--- config.mk ---
export PLATFORM = sky130hd
export DESIGN_NAME = positional_list_engine
export DESIGN_NICKNAME = d
export VERILOG_FILES = /design/src/rtl/core/ple_pkg.sv /design/src/rtl/core/ple_ram.sv /design/src/rtl/core/positional_list_engine.sv
export SDC_FILE = /design/constraint.sdc
export NUM_CORES = 1
export LEC_CHECK = 0
export ABC_CLOCK_PERIOD_IN_PS = 5300
export BUFFER_PORTS_ARGS = -buffer_cell sky130_fd_sc_hd__buf_2
export CORE_MARGIN = 2
export CORE_UTILIZATION = 25
export CTS_CLUSTER_DIAMETER = 200
export DETAILED_ROUTE_END_ITERATION = 10
export GPL_TIMING_DRIVEN = 0
export SYNTH_ARGS = -nofsm -noshare
export SYNTH_HDL_FRONTEND = slang
export SYNTH_HIERARCHICAL = 1
export SYNTH_SLANG_ARGS = --single-unit
--- constraint.sdc ---
create_clock -name clock -period 5.3 [get_ports clock]
set_input_delay 0.53 -clock clock [delete_from_list [all_inputs] [get_ports clock]]
set_output_delay 0.53 -clock clock [all_outputs]
set_load 0.005 [all_outputs]
--- src/rtl/core/ple_pkg.sv ---
package ple_pkg;

   localparam int DEPTH_DEFAULT      = 16;
   localparam int DATA_WIDTH_DEFAULT = 32;

   localparam int OPCODE_WIDTH   = 2;
   localparam int POSITION_WIDTH = 5;
   localparam int ENTRY_WIDTH    = 32;
   localparam int LENGTH_WIDTH   = 5;

   typedef enum logic [OPCODE_WIDTH-1:0] {
      OP_RETRIEVE = 2'd0,
      OP_INSERT   = 2'd1,
      OP_REMOVE   = 2'd2
   } opcode_type;

   typedef struct packed {
      logic [OPCODE_WIDTH-1:0]   opcode;
      logic [POSITION_WIDTH-1:0] position;
      logic [ENTRY_WIDTH-1:0]    entry_data;
   } req_payload_type;

   typedef struct packed {
      logic                      success;
      logic [ENTRY_WIDTH-1:0]    read_data;
      logic [LENGTH_WIDTH-1:0]   list_length;
   } rsp_payload_type;

endpackage

--- src/rtl/core/ple_ram.sv ---
module ple_ram #(
   parameter int DEPTH = ple_pkg::DEPTH_DEFAULT,
   parameter int WIDTH = ple_pkg::DATA_WIDTH_DEFAULT
) (
   input  logic                     clock,
   input  logic                     wr_en,
   input  logic [$clog2(DEPTH)-1:0] wr_addr,
   input  logic [WIDTH-1:0]         wr_data,
   input  logic                     rd_en,
   input  logic [$clog2(DEPTH)-1:0] rd_addr,
   output logic [WIDTH-1:0]         rd_data
);

   logic [WIDTH-1:0] mem [DEPTH];
   logic [WIDTH-1:0] rd_data_ff;

   always_ff @(posedge clock) begin
      if (wr_en) begin
         mem[wr_addr] <= wr_data;
      end
   end

   always_ff @(posedge clock) begin
      if (rd_en) begin
         rd_data_ff <= mem[rd_addr];
      end
   end

   assign rd_data = rd_data_ff;

endmodule

--- src/rtl/core/positional_list_engine.sv ---
// Bounded ordered list with one-based positions, held in a single-port-read, single-port-write
// memory of DEPTH entries. One transaction is worked at a time and the request side is ready
// only while the engine is idle; a finished response waits in an output register, so the next
// request may be taken before it is collected. A retrieve or any failed request goes straight to
// the finish state; an insert shifts the entries at and after its position up and then writes
// the new entry (an append writes it at once), and a remove shifts the entries after its position
// down (removing the last entry needs no shift). The shift sequencer moves one entry per cycle
// through the memory's read and write ports.
module positional_list_engine #(
   parameter int DEPTH      = ple_pkg::DEPTH_DEFAULT,
   parameter int DATA_WIDTH = ple_pkg::DATA_WIDTH_DEFAULT
) (
   input  logic                     clock,
   input  logic                     reset,
   input  logic                     req_valid,
   output logic                     req_ready,
   input  ple_pkg::req_payload_type req_payload,
   output logic                     rsp_valid,
   input  logic                     rsp_ready,
   output ple_pkg::rsp_payload_type rsp_payload
);

   localparam int IDX_W = $clog2(DEPTH);
   localparam int CNT_W = $clog2(DEPTH + 1);
   localparam int CMP_W = ((CNT_W > ple_pkg::POSITION_WIDTH) ?
                           CNT_W : ple_pkg::POSITION_WIDTH) + 1;

   typedef enum logic [2:0] {
      ST_IDLE,
      ST_SHIFT,
      ST_DRAIN,
      ST_FINAL,
      ST_FINISH
   } state_type;

   state_type                state_ff, state_in;
   logic [CNT_W-1:0]         count_ff, count_in;
   logic [ple_pkg::OPCODE_WIDTH-1:0] op_ff, op_in;
   logic                     ok_ff, ok_in;
   logic [DATA_WIDTH-1:0]    data_ff, data_in;
   logic [IDX_W-1:0]         src_ff, src_in;
   logic [IDX_W-1:0]         end_ff, end_in;
   logic                     pend_ff, pend_in;
   logic [IDX_W-1:0]         pend_addr_ff, pend_addr_in;
   logic                     rsp_valid_ff, rsp_valid_in;
   ple_pkg::rsp_payload_type rsp_ff, rsp_in;

   logic                     rd_en;
   logic [IDX_W-1:0]         rd_addr;
   logic [DATA_WIDTH-1:0]    rd_data;
   logic                     wr_en;
   logic [IDX_W-1:0]         wr_addr;
   logic [DATA_WIDTH-1:0]    wr_data;

   logic [CMP_W-1:0]         pos_w;
   logic [CMP_W-1:0]         n_w;
   logic                     in_range;
   logic                     ins_ok;
   logic [IDX_W-1:0]         k_idx;
   logic [IDX_W-1:0]         n_last;
   logic [63:0]              rd_wide;
   logic                     is_insert;

   assign pos_w    = CMP_W'(req_payload.position);
   assign n_w      = CMP_W'(count_ff);
   assign in_range = (pos_w != '0) && (pos_w <= n_w);
   assign ins_ok   = (pos_w != '0) && (pos_w <= n_w + CMP_W'(1)) && (n_w < CMP_W'(DEPTH));
   assign k_idx    = IDX_W'(pos_w - CMP_W'(1));
   assign n_last   = IDX_W'(n_w - CMP_W'(1));
   assign rd_wide  = 64'(rd_data);
   assign is_insert = (op_ff == ple_pkg::OP_INSERT);

   always_comb begin
      state_in     = state_ff;
      count_in     = count_ff;
      op_in        = op_ff;
      ok_in        = ok_ff;
      data_in      = data_ff;
      src_in       = src_ff;
      end_in       = end_ff;
      pend_in      = pend_ff;
      pend_addr_in = pend_addr_ff;
      rsp_valid_in = rsp_valid_ff;
      rsp_in       = rsp_ff;
      rd_en        = 1'b0;
      rd_addr      = src_ff;

      if (rsp_valid_ff && rsp_ready) begin
         rsp_valid_in = 1'b0;
      end

      unique case (state_ff)
         ST_IDLE: begin
            if (req_valid) begin
               op_in    = req_payload.opcode;
               data_in  = DATA_WIDTH'(req_payload.entry_data);
               ok_in    = 1'b0;
               state_in = ST_FINISH;
               unique case (req_payload.opcode)
                  ple_pkg::OP_RETRIEVE: begin
                     if (in_range) begin
                        ok_in   = 1'b1;
                        rd_en   = 1'b1;
                        rd_addr = k_idx;
                     end
                  end
                  ple_pkg::OP_INSERT: begin
                     if (ins_ok) begin
                        ok_in    = 1'b1;
                        count_in = count_ff + CNT_W'(1);
                        end_in   = k_idx;
                        src_in   = n_last;
                        if (pos_w == n_w + CMP_W'(1)) begin
                           state_in = ST_FINAL;
                        end else begin
                           state_in = ST_SHIFT;
                        end
                     end
                  end
                  ple_pkg::OP_REMOVE: begin
                     if (in_range) begin
                        ok_in    = 1'b1;
                        count_in = count_ff - CNT_W'(1);
                        src_in   = k_idx + IDX_W'(1);
                        end_in   = n_last;
                        if (pos_w != n_w) begin
                           state_in = ST_SHIFT;
                        end
                     end
                  end
                  default: begin
                     ok_in = 1'b0;
                  end
               endcase
            end
         end
         ST_SHIFT: begin
            rd_en        = 1'b1;
            rd_addr      = src_ff;
            pend_in      = 1'b1;
            pend_addr_in = is_insert ? src_ff + IDX_W'(1) : src_ff - IDX_W'(1);
            if (src_ff == end_ff) begin
               state_in = ST_DRAIN;
            end else begin
               src_in = is_insert ? src_ff - IDX_W'(1) : src_ff + IDX_W'(1);
            end
         end
         ST_DRAIN: begin
            pend_in  = 1'b0;
            state_in = is_insert ? ST_FINAL : ST_FINISH;
         end
         ST_FINAL: begin
            state_in = ST_FINISH;
         end
         ST_FINISH: begin
            if (!rsp_valid_ff || rsp_ready) begin
               rsp_valid_in       = 1'b1;
               rsp_in.success     = ok_ff;
               rsp_in.read_data   = (ok_ff && op_ff == ple_pkg::OP_RETRIEVE) ?
                                    rd_wide[ple_pkg::ENTRY_WIDTH-1:0] : '0;
               rsp_in.list_length = n_w[ple_pkg::LENGTH_WIDTH-1:0];
               state_in           = ST_IDLE;
            end
         end
         default: begin
            state_in = ST_IDLE;
         end
      endcase
   end

   always_ff @(posedge clock) begin
      if (reset) begin
         state_ff     <= ST_IDLE;
         count_ff     <= '0;
         pend_ff      <= 1'b0;
         rsp_valid_ff <= 1'b0;
      end else begin
         state_ff     <= state_in;
         count_ff     <= count_in;
         pend_ff      <= pend_in;
         rsp_valid_ff <= rsp_valid_in;
      end
      op_ff        <= op_in;
      ok_ff        <= ok_in;
      data_ff      <= data_in;
      src_ff       <= src_in;
      end_ff       <= end_in;
      pend_addr_ff <= pend_addr_in;
      rsp_ff       <= rsp_in;
   end

   assign wr_en   = (state_ff == ST_FINAL) || pend_ff;
   assign wr_addr = (state_ff == ST_FINAL) ? end_ff : pend_addr_ff;
   assign wr_data = (state_ff == ST_FINAL) ? data_ff : rd_data;

   ple_ram #(
      .DEPTH (DEPTH),
      .WIDTH (DATA_WIDTH)
   ) u_ram (
      .clock   (clock),
      .wr_en   (wr_en),
      .wr_addr (wr_addr),
      .wr_data (wr_data),
      .rd_en   (rd_en),
      .rd_addr (rd_addr),
      .rd_data (rd_data)
   );

   assign req_ready   = (state_ff == ST_IDLE);
   assign rsp_valid   = rsp_valid_ff;
   assign rsp_payload = rsp_ff;

`ifndef SYNTH
   a_count_bound: assert property (@(posedge clock) disable iff (reset)
      CMP_W'(count_ff) <= CMP_W'(DEPTH))
      else $error("List length exceeds the storage depth.");

   a_no_rw_clash: assert property (@(posedge clock) disable iff (reset)
      (rd_en && wr_en) |-> (rd_addr != wr_addr))
      else $error("Shift reads and writes the same entry in one cycle.");

   a_pend_in_shift: assert property (@(posedge clock) disable iff (reset)
      pend_ff |-> (state_ff == ST_SHIFT || state_ff == ST_DRAIN))
      else $error("Pending move outside the shift sequence.");

   a_rsp_from_finish: assert property (@(posedge clock) disable iff (reset)
      $rose(rsp_valid_ff) |-> $past(state_ff == ST_FINISH))
      else $error("Response raised without a finished transaction.");
`endif

endmodule

# Word level (Yosys, flattened, before mapping)
# Memories as Yosys holds them, arrays and structs flattened. A register that Yosys moved wholly into a read port is not among the register bits.
# Index checks and enable logic that the tools add are counted.
# totals
register_bits,95
ram_bits,512
input_bits,43
wordCells,107
mem_count,1
# classes
n_addsub,8
magnitude_cmp,3
n_eq_ne,19
mux,42
reduce_logical,21
# mem_list
name,depth,word_bits,rd,rd_clocked_by_memory_dff,wr,line,text
u_ram.mem,16,32,1,1,1,ple_ram.sv:14,logic [WIDTH-1:0] mem [DEPTH];
# op_table
cell,n
$mux W4,13
$mux W32,1
$pmux W4 S2,3
$mux W3,7
$pmux W3 S5,1
$ne A2 B2 Y1 const B,6
$sub A4 B1 Y4 const B,3
$mux W5,2
$pmux W5 S2,1
$mux W1,9
$add A4 B1 Y4 const B,2
$add A5 B1 Y6 const B,1
$eq A3 B2 Y1 const B,2
$eq A5 B6 Y1,1
$le A5 B6 Y1,1
$ne A3 B3 Y1 const B,2
$pmux W1 S2,3
$pmux W3 S2,1
$reduce_and A6 Y1,1
$reduce_bool A2 Y1,3
$reduce_bool A6 Y1,1
$add A5 B1 Y5 const B,1
$le A5 B5 Y1,1
$logic_and A1 B1 Y1,5
18 further kinds,22

# Logic depth before layout (Yosys ltp)
# Gate-level depths: netlist of the first run.
# logic_depth
depth_word,8
depth_mapped,14
depth_no_buf,11

# By module
# Netlist of the first run, hierarchy kept.
# by_module_without_submodules
mod,n_inst,cells_each,area_per_inst_um2
ple_ram,1,838,20155.6
positional_list_engine,1,384,4892.2

# Worst setup path before layout of the first run
# OpenSTA, ideal clock, no wires.
# synth_timing
path_kind,register -> register
from,register state_ff[1]
to,memory u_ram/mem[0][0] (netlist bit) (enable)
setup_time_ns,0.461
arrival_ns,3.799
required_time_ns,4.839
slack_ns,1.040
path_stages_with_launch,7
cell_sequence,dfxtp_1 -> buf_2 -> nand3b_1 -> buf_2 -> mux2_2 -> or3b_2 -> nor3_1
# synth_between
word_cells_on_any_way,5
# synth_rtl
item,line,text
from (decl),positional_list_engine.sv:36,"state_type state_ff, state_in;"
from (signal assigned),positional_list_engine.sv:178,state_ff <= state_in;
$eq A3 B2 Y1,positional_list_engine.sv:193,assign wr_addr = (state_ff == ST_FINAL) ? end_ff : pend_addr_ff;
$mux W4,positional_list_engine.sv:193,
named net wr_addr[2],positional_list_engine.sv:52,logic [IDX_W-1:0] wr_addr;
to (decl),ple_ram.sv:14,
# The timed path passes the listed nets, and every way through them passes these cells.

# Final worst setup path of the first run
# layout_timing
from,register count_ff[0]
to,"register u_ram.rd_data_ff[28], in the netlist u_ram/rd_data[28], read port of u_ram.mem, data pin"
# layout_between
elab_chain_len,6
word_cells_on_any_way,10
# layout_rtl
item,line,text
from (decl),positional_list_engine.sv:37,"logic [CNT_W-1:0] count_ff, count_in;"
from (signal assigned),positional_list_engine.sv:179,count_ff <= count_in;
$le A5 B5 Y1,positional_list_engine.sv:66,assign in_range = (pos_w != '0) && (pos_w <= n_w);
$logic_and A1 B1 Y1,positional_list_engine.sv:66,
$mux W4,positional_list_engine.sv:101,if (in_range) begin
$mux W4,positional_list_engine.sv:99,unique case (req_payload.opcode)
$mux W4,positional_list_engine.sv:94,if (req_valid) begin
$mux W4,positional_list_engine.sv:92,unique case (state_ff)
named net rd_addr[1],positional_list_engine.sv:49,logic [IDX_W-1:0] rd_addr;
to (decl),ple_ram.sv:15,logic [WIDTH-1:0] rd_data_ff;
# The timed path passes the listed nets, and every way through them passes these cells.
# A chain may end at the register's enable or synchronous reset.

==> results summary, run 1 <==
The worst hold path begins at req_payload[2]. The number of nets produced by synthesis is 1289. The worst-margin pin slew is 1280 ps. The area of the core is 99700 um2.

The number of nets with antenna violations after routing is 0. Setup repair after global routing left no endpoint under its margin. The die span in y came out at 321 um. Entering global routing, the biggest net connects 33 pins. The post-route core utilization came out at 29.7%. The cell depth of the worst flop-to-flop path is 13. The sequential element share of the synthesized area came out at 76.2%. The half-perimeter wire length after detailed placement came out at 39500 um. The kind of critical path is flop to flop. Cells with a size suffix above 1 make up 29.2% of the layout. The number of setup violations in the final report came out at 0.

After synthesis, the share of flip-flops with an asynchronous set or reset is 0%. The number of distinct library cell variants in the gate-level netlist after synthesis is 57. The minimum setup slack among reg-to-reg paths is 450 ps. The most used flip-flop cell after synthesis is edfxtp_1. During placement, the flow inserted port buffers numbering 82. The wire length of the first global-routing pass is 87300 um.

The number of warning messages in the yosys log came out at 6. The first-pass iteration count of the detailed router is 5. The flow ran to the end, and the final reports show no timing, DRC or antenna violations. Summed over its instances, the top area cell type makes up 75.4% of the synthesized netlist area. TritonCTS built the clock tree. The number of synthesized flops with an enable pin came out at 629.

The highest fanout seen on the critical path is 10. In the routed design, unresolved DRC markers number 0. The number of I/O pins came out at 83. The tree is rooted in a clkbuf_16. The post-cts repair resize count came out at 0. Counting along the longest clock path gives a buffer depth of 3. The final net count came out at 1462. Registers take 19100 um2.

Summed over all layers, the global routing overflow is 0. The non-filler instance count after layout came out at 2738. The average wire per standard cell is 21.8 um. The final hold violation count came to 0. The worst setup path is launched from a flop. In the final timing run, aggregate negative setup slack is 0 ps.

edfxtp_1 takes more of the synthesized area than any other cell. The instance count along the most critical hold path is 1. IR analysis of the VDD net gives a maximum drop of 0.246 mV. The number of inserted filler cells in the final layout is 9556. In this run, post-CTS hold repair placed 0 buffers. The area of all placed cells without fillers came out at 29600 um2. The critical path required time came out at 5660 ps. The maximum operating frequency is 206 MHz. The first-iteration detailed-routing DRC count came out at 905. The clock latency at the later pin of the worst-skew pair is 620 ps.

The worst flop-to-flop path endpoint is u_ram/rd_data[28]. The CTS buffer count is 59. The worst hold path belongs to the class input port to flop. Yosys instantiated no cell more often than edfxtp_1.

The global-route usage over all layers is 11.5%. The die area came out at 103000 um2. The post-synthesis sequential element count came out at 639. The initialized floorplan defines 116 standard-cell rows.

The overall via count from detail_route came out at 12200. Clock skew on the completed layout was measured at 21.6 ps. The TritonCTS sink count is 639. At the worst endpoint, the arrival time is 5210 ps.

The worst path in the final design needs a cycle of 4850 ps, including I/O delays and setup. The antenna cell count came out at 0. The highest layer touched by signal routing is met5.

The count of H-tree levels built during CTS came out at 2. The number of global-route vias before repair was 12900. The total length of routed wires came out at 59700 um. The share of the cycle needed by the critical path after routing came out at 91.6%.

The area of combinational cells with multiple inputs is 5740 um2. The number of maximum-capacitance violations came out at 0. The total met3 wirelength after detailed routing came out at 2300 um. For this design the static power due to leakage is 9.44 nW. The beginning of the worst register-to-register path is count_ff[0]. The average vias per placed instance is 4.46. The endpoint class of the critical path is a flop.

The instance area at placement is 27700 um2. The number of standard cells after synthesis came out at 1222. The post-synthesis average cell area came out at 20.5 um2. The end point of the worst hold path is data_ff[2]. The initial antenna violation count was 1. The post-CTS clock slew at the launch and capture registers of the worst setup and hold paths came out at 60 ps.

After detailed routing, the wire length on met1 is 25700 um. Sorting the synthesized cells by area gives the leading types as edfxtp_1 75%, mux4_2 12%, a22oi_1 2.0%. The starting density of the core came out at 25.1%. The buffer count from post-CTS setup fixing is 0. From left edge to right edge, the die measures 321 um.

The total design power is 10.7 mW. The combined area of all synthesized cells came out at 25000 um2. Power spread over the standard cell area amounts to 362 nW/um2. The commonest cells after synthesis are 629 x edfxtp_1, 128 x mux4_2, 66 x a22oi_1. The headroom to the max-slew limit is 14.6%.

The post-placement cell count is 2632. The met2 routed wirelength came out at 30800 um. The max-slew violation total from the final report was 0. Compared with the post-synthesis result, the final layout area differs by 18.3%. The global placement routability congestion is 0.776.
[layer usage]
metal  track usage [%]  up-vias
li1                  -     5328
met1              14.7     6539
met2              20.4      264
met3              1.88       78
met4              2.37        2
met5                 0        -
[kinds of logic (layout without fill, tap and decap cells)]
logic type                 count (synthesis)  after routing  share of synthesized area, %
and+or+nand+nor                          175            175                          3.73
adders and majority gates                 24             24                          1.23
muxes                                    176            176                          13.7
buffers and inverters                     78            296                          1.37
AOI/OAI and AO/OA                        109            109                          3.07
xor gates and xnor gates                  21             21                         0.734
DFF                                      639            639                          76.2
[state kept, by name (all words and copies together), names as in the netlist]
| register | cells |
|---|---|
| u_ram/mem | 512 |
| rsp_payload | 38 |
| data_ff | 32 |
| u_ram/rd_data | 32 |
| count_ff | 5 |
| end_ff | 4 |
| pend_addr_ff | 4 |
| src_ff | 4 |
| state_ff | 3 |
| op_ff | 2 |
| ok_ff | 1 |
| pend_ff | 1 |
| rsp_valid | 1 |
[how the worst max path moves through the flow]
stage / slack, ps / from / end / depth (start not counted)
after floorplan: 1040 / state_ff[1] / u_ram/mem[0][0] / 6
after global placement: -2020 / state_ff[2] / u_ram/mem[0][16] / 5
after detailed placement: 410 / count_ff[0] / u_ram/rd_data[28] / 13
after CTS: 390 / count_ff[0] / u_ram/rd_data[28] / 13
after global routing: 190 / count_ff[0] / u_ram/rd_data[16] / 13
final: 450 / count_ff[0] / u_ram/rd_data[28] / 13
[placed cells by master (no fill, tap or decap), types with 4 or more instances in the layout]
cell and instances:
edfxtp_1 629, mux4_2 128, buf_2 95, a22oi_1 66, clkbuf_16 59, nand2_1 40, clkbuf_1 38, mux2_2 36
nor2_1 33, and2_1 33, ha_1 23, a21oi_1 19, xnor2_1 16, inv_1 15, nor2_4 13, buf_6 13
clkinv_1 11, buf_12 11, dfxtp_1 10, buf_1 10, nor2b_1 9, clkinv_2 9, buf_4 9, nand3_1 8
bufinv_16 8, nor3_1 7, mux2i_1 6, o21ai_0 6, xor2_1 5, nand2b_1 5, mux2_1 4, nand3b_1 4
nor3_2 4
[report_power, final]
group	internal (mW)	leakage, nW	switching, mW
clock	2.43	0.935	1.84
sequential	5.62	5.79	0.0298
combinational	0.321	2.72	0.478
total	8.37	9.44	2.35
[worst max-delay path, cell delays in order (launching register included)]
cell	delay, ps
dfxtp_1	370
clkbuf_1	390
inv_1	200
ha_1	360
nor3b_2	270
a21oi_1	150
nor4b_4	480
nor2_1	80
a21oi_1	360
buf_2	380
buf_1	710
mux4_2	420
a22oi_1	290
nand2_1	130
[through the flow]
stage | worst slack, ps | hold slack [ps]
5_1_grt | 190 | 46.0
2_1_floorplan | 1040 | 418
3_3_place_gp | -2020 | 452
6_report | 446 | 82.9
4_1_cts | 391 | 39.0
3_5_place_dp | 414 | 461
[final cells by class]
| class | count | area share, % |
|---|---|---|
| Sequential cell | 639 | 64.4 |
| Multi-Input combinational cell | 505 | 19.4 |
| Tap cell | 1298 | 5.48 |
| Clock buffer | 69 | 5.11 |
| Timing Repair Buffer | 112 | 3.05 |
| Clock inverter | 37 | 1.41 |
| Buffer | 60 | 0.929 |
| Inverter | 18 | 0.228 |
Power figures use the tool's default switching activity.
==> run 2: changes to the inputs <==
--- a/config.mk
+++ b/config.mk
@@ -5,6 +5,7 @@
 export SDC_FILE = /design/constraint.sdc
 export NUM_CORES = 1
 export LEC_CHECK = 0
+export ABC_AREA = 1
 export ABC_CLOCK_PERIOD_IN_PS = 5300
 export BUFFER_PORTS_ARGS = -buffer_cell sky130_fd_sc_hd__buf_2
 export CORE_MARGIN = 2
==> run 2 against run 1 <==
  * Final cell count grew 57%
  * Power up 13%
  * Cell area is 12% higher
  * Critical endpoint is now u_ram/rd_data[15]
  * First-iteration DRC count is 110% higher
  * Global-route usage grew 1.9 points
  * Via count grew 50%
  * Critical path depth is 3 higher
  * Critical path type unchanged
  * Hold slack improved by 21 ps
  * Die area increased by 11%
==> results summary, run 2 <==
The signal arrival time at the worst endpoint is 4560 ps. The TritonCTS sink count came out at 639. In this design, the critical path's most frequently occurring cell is nand2_1.

The worst-case IR drop observed on VDD is 0.244 mV. TritonCTS built the clock tree. The number of buffer and inverter stages on the critical path is 5. The sequential element share of the synthesized area is 68.4%. The endpoint class of the critical path is a flop.

The max-slew violation total from the final report is 0. In this run, the number of DRC markers left after iteration 0 of detailed routing was 1935. Leaving out fill and tap cells, the most frequent cells in the layout are 734 x nand2_1, 629 x edfxtp_1, 454 x inv_1. From bottom edge to top edge, the die measures 338 um. Buffers added to address setup during post-CTS repair amount to 0.

The highest fanout seen on the critical path came out at 10. The global-route usage over all layers is 13.4%. The wire length of the first global-routing pass is 115000 um. The tree is rooted in a clkbuf_16. The die covers 114000 um2. The number of synthesized flops with an enable pin came out at 629. The post-CTS clock slew at the launch and capture registers of the worst setup and hold paths came out at 60 ps. Detailed placement finished with a half-perimeter wire length of 51800 um.

The layout overhead on the synthesized area is 18.6%. The tool flagged a number of max-cap violations equal to 0. The area of the core is 111000 um2. The flip-flop count of the largest register after layout is 512.

Once the floorplan was initialized, standard cells occupied 25.2% of the core. The ratio of total power to cell area came out at 366 nW/um2. The buffer levels on the longest clock path came out at 3. Sorting the synthesized cells by how often they occur yields 735 x nand2_1, 629 x edfxtp_1, 454 x inv_1. The worst-margin pin slew came out at 1370 ps. The synthesized design spends more area on one cell type than any other, namely edfxtp_1. Entering global routing, the biggest net connects 40 pins. Once placement completed, the tool counted placed cells totaling 4189.

The number of buffers inserted by hold repair at cts is 0. Once the clock tree was built, the resizer swapped 0 gates to a different size. The cell type group with the largest total delay on the critical path is buffers and inverters.

Prior to clock tree synthesis, the placed netlist has a worst setup slack of 1020 ps. The clock reaches the later pin of the worst-skew pair after 610 ps. Cells fill 29.9% of the core in the end. The sort of element at the start of the critical path is a flop.

Setup repair after global routing left no endpoint under its margin. The share of the cycle needed by the critical path after routing is 79.6%. The CTS buffer count is 72. The count of H-tree levels built during CTS is 3. The critical path goes through inv_1 > ha_1 > nand2_1 > nand2_1 > a21oi_2 > nand2_1 > nand2_1 > nand2_2 > inv_1 > nand3_2 > o21ai_1 > clkbuf_1 > inv_1 > buf_1 > nand3_1 > nand2_1. The number of remaining DRC errors is 0. The overall via count from detail_route is 18300. Yosys mapped the design onto 45 distinct sky130hd cell types. The worst clock skew on the final layout is 28.7 ps. Summed over all failing endpoints, the final setup total negative slack is 0 ps.

The total global routing overflow is 0. During synthesis, Yosys emitted a total of 6 warnings. The post-synthesis sequential element count is 639.

Dividing the detail-routed via count by the number of cells gives 4.25. The completed layout was analyzed and its total power is 12.1 mW. The dominant synthesized flop cell is edfxtp_1. The most common cell in the netlist is nand2_1. The number of inserted filler cells in the final layout came out at 11100.

The portion of synthesized cell area occupied by the leading cell type came out at 67.7%. The non-filler instance count after layout is 4311. The largest stage delay on the critical path is 770 ps. The overall die width is 338 um. The number of I/O pins came out at 83. The first TritonRoute pass finished after 5 iterations. The largest individual stage delay along the critical path comes from the cell clkbuf_1. The final hold violation count came out at 0. The number of nets with antenna violations after routing came out at 0.

The final net count came out at 2842. The total length of routed wires came out at 77700 um. Ranked by flip-flop count, first place goes to u_ram/mem. The run finished with clean final reports.

The leakage power is 13.5 nW. Cells with a size suffix above 1 make up 11.9% of the layout. Leaving out fill and tap cells, the most frequent cell in the layout is nand2_1. The maximum operating frequency is 237 MHz.

The async set-or-reset flop fraction in the synthesized netlist came out at 0%. Setup violations remaining at the end of the flow were counted as 0. The class of the tightest hold or removal check is input port to flop.

The number of standard-cell rows in the floorplan came out at 122. In this run the tightest slew margin relative to its limit is 8.54%. The time the final worst path needs with I/O delays and setup came out at 4220 ps. The worst path meets setup with 1080 ps of slack. In this run the number of cells on the critical path is 16. The critical path required time came out at 5640 ps. The number of nets produced by synthesis came out at 2668.

Synthesis handed over a netlist of 2601 instances. The initial antenna violation count was 6. The critical path is of the flop to flop type. The global placement routability congestion is 0.797.

The number of global-route vias before repair is 17800. By area the synthesized netlist is led by edfxtp_1 68%, nand2_1 9.9%, nand3_1 7.1%. The post-synthesis average cell area came out at 10.7 um2.

Counting instances, the worst hold path has a depth of 1. 0 antenna diodes ended up in the layout. The cell depth of the worst flop-to-flop path is 16.

The combined area of all synthesized cells is 27900 um2. The average wire per standard cell is 18.0 um. The total of buffers placed on input and output ports came out at 82.
==> run 2: cell count changes after synthesis, sizes merged, moves of 33 or more <==
| cell | change |
|---|---|
| and2 | -33 |
| nor2 | +60 |
| inv | +442 |
| mux4 | -128 |
| nand2 | +699 |
| a22oi | -66 |
| nand3 | +387 |
| mux2 | -38 |
| buf | +67 |
==> run 2: area by class of cell <==
type / instances / area [um2] / area share [%]
Buffer: 120 / 785 / 2.37
Clock buffer: 85 / 1910 / 5.78
Clock inverter: 37 / 459 / 1.39
Inverter: 461 / 1740 / 5.25
Multi-Input combinational cell: 1381 / 6450 / 19.5
Sequential cell: 639 / 19100 / 57.7
Tap cell: 1488 / 1860 / 5.62
Timing Repair Buffer: 100 / 808 / 2.44
==> run 2: where the power goes <==
group          switching (mW)  leakage, nW  internal [mW]
clock network            1.95         1.15           3.10
registers              0.0353         5.78           5.68
logic                   0.969         6.59          0.383
total                    2.95         13.5           9.17
==> run 2: cells by family (layout without fill, tap and decap cells) <==
family / Yosys count / count (layout) / synth area share [%]
simple gates: 1257 / 1257 / 19.2
flops: 639 / 639 / 68.4
buf+inv: 581 / 803 / 9.04
compound gates: 76 / 76 / 1.53
fa+ha+maj: 24 / 24 / 1.10
xor+xnor: 20 / 20 / 0.628
mux: 4 / 4 / 0.161
==> run 2: final timing paths <==
path	from	end	slack, ps
worst max-delay path	count_ff[2]	u_ram/rd_data[15]	1080
worst min-delay path	req_payload[18]	data_ff[18]	100
worst max register to register	count_ff[2]	u_ram/rd_data[15]	1080
worst min register to register	ok_ff	rsp_payload[37]	460
==> run 2: worst register-to-register path: cells and delay by family, from the launching register on <==
| kind | cells | cell delay (ps) |
|---|---|---|
| buffers and inverters | 5 | 1800 |
| and+or+nand+nor | 8 | 930 |
| DFF | 1 | 530 |
| AOI/OAI and AO/OA | 2 | 380 |
| adders and majority gates | 1 | 320 |
==> run 2: layer usage <==
layer	GRT usage [%]	vias to the layer above	share of wire [%]
li1	-	8832	-
met1	17.3	8729	42
met2	22.6	626	48
met3	2.17	143	6.7
met4	4.75	8	3.1
met5	0	-	0.054
==> run 2: metrics by stage <==
stage                     area, um2  hold WS (ps)
after floorplan               27900           427
after CTS                     33100          61.9
after detailed placement      30700           451
final                         33100           104
after global routing          33100          74.9
after global placement        30200           444
==> run 3: changes to the inputs <==
--- a/config.mk
+++ b/config.mk
@@ -6,7 +6,7 @@
 export NUM_CORES = 1
 export LEC_CHECK = 0
 export ABC_AREA = 1
-export ABC_CLOCK_PERIOD_IN_PS = 5300
+export ABC_CLOCK_PERIOD_IN_PS = 3900
 export BUFFER_PORTS_ARGS = -buffer_cell sky130_fd_sc_hd__buf_2
 export CORE_MARGIN = 2
 export CORE_UTILIZATION = 25
==> constraint.sdc (replaced) <==
create_clock -name clock -period 3.9 [get_ports clock]
set_input_delay 0.39 -clock clock [delete_from_list [all_inputs] [get_ports clock]]
set_output_delay 0.39 -clock clock [all_outputs]
set_load 0.005 [all_outputs]
==> run 3 against run 2 <==
  * Sequential power is 36% higher
  * Sequential cell count unchanged
  * Power up 36%
  * Maximum frequency grew 15%
  * Critical endpoint is now u_ram/rd_data[13]
  * Highest routed layer unchanged
==> results summary, run 3 (same netlist as run 2, synthesis figures left out) <==
TritonCTS created 72 clock buffers. The number of standard-cell rows in the floorplan came out at 122. The worst hold path begins at req_payload[7]. The run finished with clean final reports. The congestion estimate from routability-driven global placement came to 0.797. The signal arrival time at the worst endpoint is 4010 ps. The number of nets with antenna violations after routing came out at 0.

Dividing the final minimum period by the clock period gives 93.7%. The highest fanout seen on the critical path came out at 10. The headroom to the max-slew limit is 9.07%. The final hold violation count is 0. The final net count came out at 2878.

The non-filler instance count after layout came out at 4347. The overall via count from detail_route came out at 18500. The worst register-to-register path has a depth of 17. Hold timing on the final database bottoms out at a slack of 6.08 ps. In this run the deepest clock path goes through 3 buffers. The post-route netlist has 12.7% of its cells at a drive strength greater than 1. On the final layout, the worst clock skew is 28.3 ps. The first-iteration detailed-routing DRC count is 1876.

The first-pass iteration count of the detailed router came out at 7. The worst setup path is captured at a flop. The total of buffers placed on input and output ports came out at 82. The cell sitting at the root of the clock tree is a clkbuf_16. The average wire per standard cell is 18.0 um. The area of all placed cells without fillers came out at 33500 um2.

The worst-margin pin slew came out at 1360 ps. The starting density of the core came out at 25.2%. The total global routing overflow came out at 0. In this run the horizontal extent of the chip is 338 um. The post-placement cell count is 4189.

Clock tree synthesis found a total of 639 sinks. The repair_antennas step left the layout with diodes totalling 0. The worst path needs 3660 ps of the cycle, external delays included. The clock latency at the later pin of the worst-skew pair is 610 ps. In this run the standard cell core region covers 111000 um2. The post-route core utilization is 30.3%. The number of maximum-capacitance violations is 0. Leaving out fill and tap cells, the most frequent cell in the layout is nand2_1. The first global-routing pass estimated 115000 um of wire. The critical path starts at count_ff[2]. The average vias per placed instance came out at 4.26. The critical path required time came out at 4250 ps. The max-slew violation total from the final report came out at 0. The half-perimeter wire length after detailed placement is 51800 um.

The maximum operating frequency is 274 MHz. TritonCTS built the clock tree. The instance count along the most critical hold path came out at 1.

For this design the static power due to leakage is 13.8 nW. The worst register-to-register path begins at count_ff[2]. The total length of routed wires came out at 78200 um. Power spread over the standard cell area amounts to 493 nW/um2. Ranked by flip-flop count, first place goes to u_ram/mem. The worst register-to-register path ends at u_ram/rd_data[13]. The die area came out at 114000 um2. The sort of element at the start of the critical path is a flop. 83 I/O pins were placed. The initial antenna violation count came out at 6. The path with the worst hold slack has its endpoint at data_ff[7]. Setup repair after global routing left no endpoint under its margin.

The pin count of the biggest net entering global routing is 24. The placed instances occupy a cell area of 30700 um2. The count of H-tree levels built during CTS is 3. In the routed design, unresolved DRC markers number 0. The number of inserted filler cells in the final layout is 11100.

The top cell types in the final layout, fill and taps aside, are 734 x nand2_1, 629 x edfxtp_1, 454 x inv_1. The number of global-route vias before repair came out at 17900. The register with the most flip-flops in the layout has 512 of them. The global-route usage over all layers came out at 13.5%. The minimum setup slack among reg-to-reg paths is 240 ps. VDD sags by at most 0.331 mV. By startpoint and endpoint, the worst setup path is classified as flop to flop.

Relative to the synthesized area, the layout overhead comes to 20.1%. Setup violations remaining at the end of the flow were counted as 0. In this run the worst hold path is classified as input port to flop. The die span in y is 338 um.

The post-CTS clock slew at the launch and capture registers of the worst setup and hold paths is 60 ps.
-- run 3: cell count changes in the layout (fill, tap and decap cells not counted), sizes merged --
cell	delta
buf	-7
clkbuf	+9
dlygate4sd3	+33
nor2	+1
-- run 3: critical path: stages (launching register included) --
cell and delay [ps]:
dfxtp_1 530, inv_1 140, ha_1 310, nand2_1 60
nand2_1 60, a21oi_2 170, nand2_1 70, nand2_1 70
nand2_2 80, inv_1 80, nand3_2 210, nand2_1 160
o21ai_2 110, inv_2 250, buf_1 610, nand3_1 230
nand3_1 160, nand2_1 100
-- run 3: metrics by stage --
stage          TNS (ps)  setup slack (ps)  power [mW]
2_1_floorplan         0               698        9.00
3_3_place_gp    -902600             -2120        9.72
3_5_place_dp      -7210              -319        9.76
4_1_cts               0              9.22        16.7
5_1_grt               0              28.7        17.1
6_report              0               245        16.5
-- run 3: area by class of cell --
cell class	instances	area, um2	area share (%)
clock inverter	37	459	1.37
tap	1488	1860	5.56
buffer	120	815	2.43
inverter	461	1740	5.19
multi-input combinational	1382	6470	19.3
timing repair buffer	135	1170	3.48
sequential	639	19100	57.0
clock buffer	85	1910	5.71
-- run 3: how the worst max path moves through the flow --
| stage | to | slack (ps) | cells past startpoint |
|---|---|---|---|
| 2_1_floorplan | u_ram/mem[10][0] | 700 | 6 |
| 3_3_place_gp | u_ram/mem[9][31] | -2120 | 6 |
| 3_5_place_dp | u_ram/rd_data[15] | -320 | 10 |
| 4_1_cts | u_ram/rd_data[1] | 9 | 17 |
| 5_1_grt | u_ram/rd_data[13] | 30 | 17 |
| 6_report | u_ram/rd_data[13] | 240 | 17 |
-- run 3: where the power goes --
part	switching (mW)	leakage (nW)	internal, mW	total (mW)
registers	0.0484	5.78	7.73	7.77
clock network	2.65	1.15	4.21	6.86
logic	1.33	6.82	0.552	1.89
-- run 3: what timing repair did --
action,4_1_cts,5_1_grt
hold buffers,33,0
hold endpoints to repair,33,0
endpoints found under the setup margin,32,47
cloned,1,0
setup buffers,0,2
pin swaps,1,1
gates resized for setup,13,16
-- run 3: per-layer routing --
metal / vias up / GRT usage, % / part of all wire, %
li1: 8900 / - / -
met1: 8816 / 17.4 / 42
met2: 657 / 22.7 / 48
met3: 142 / 2.20 / 6.9
met4: 8 / 4.99 / 3.2
met5: - / 0 / 0.054
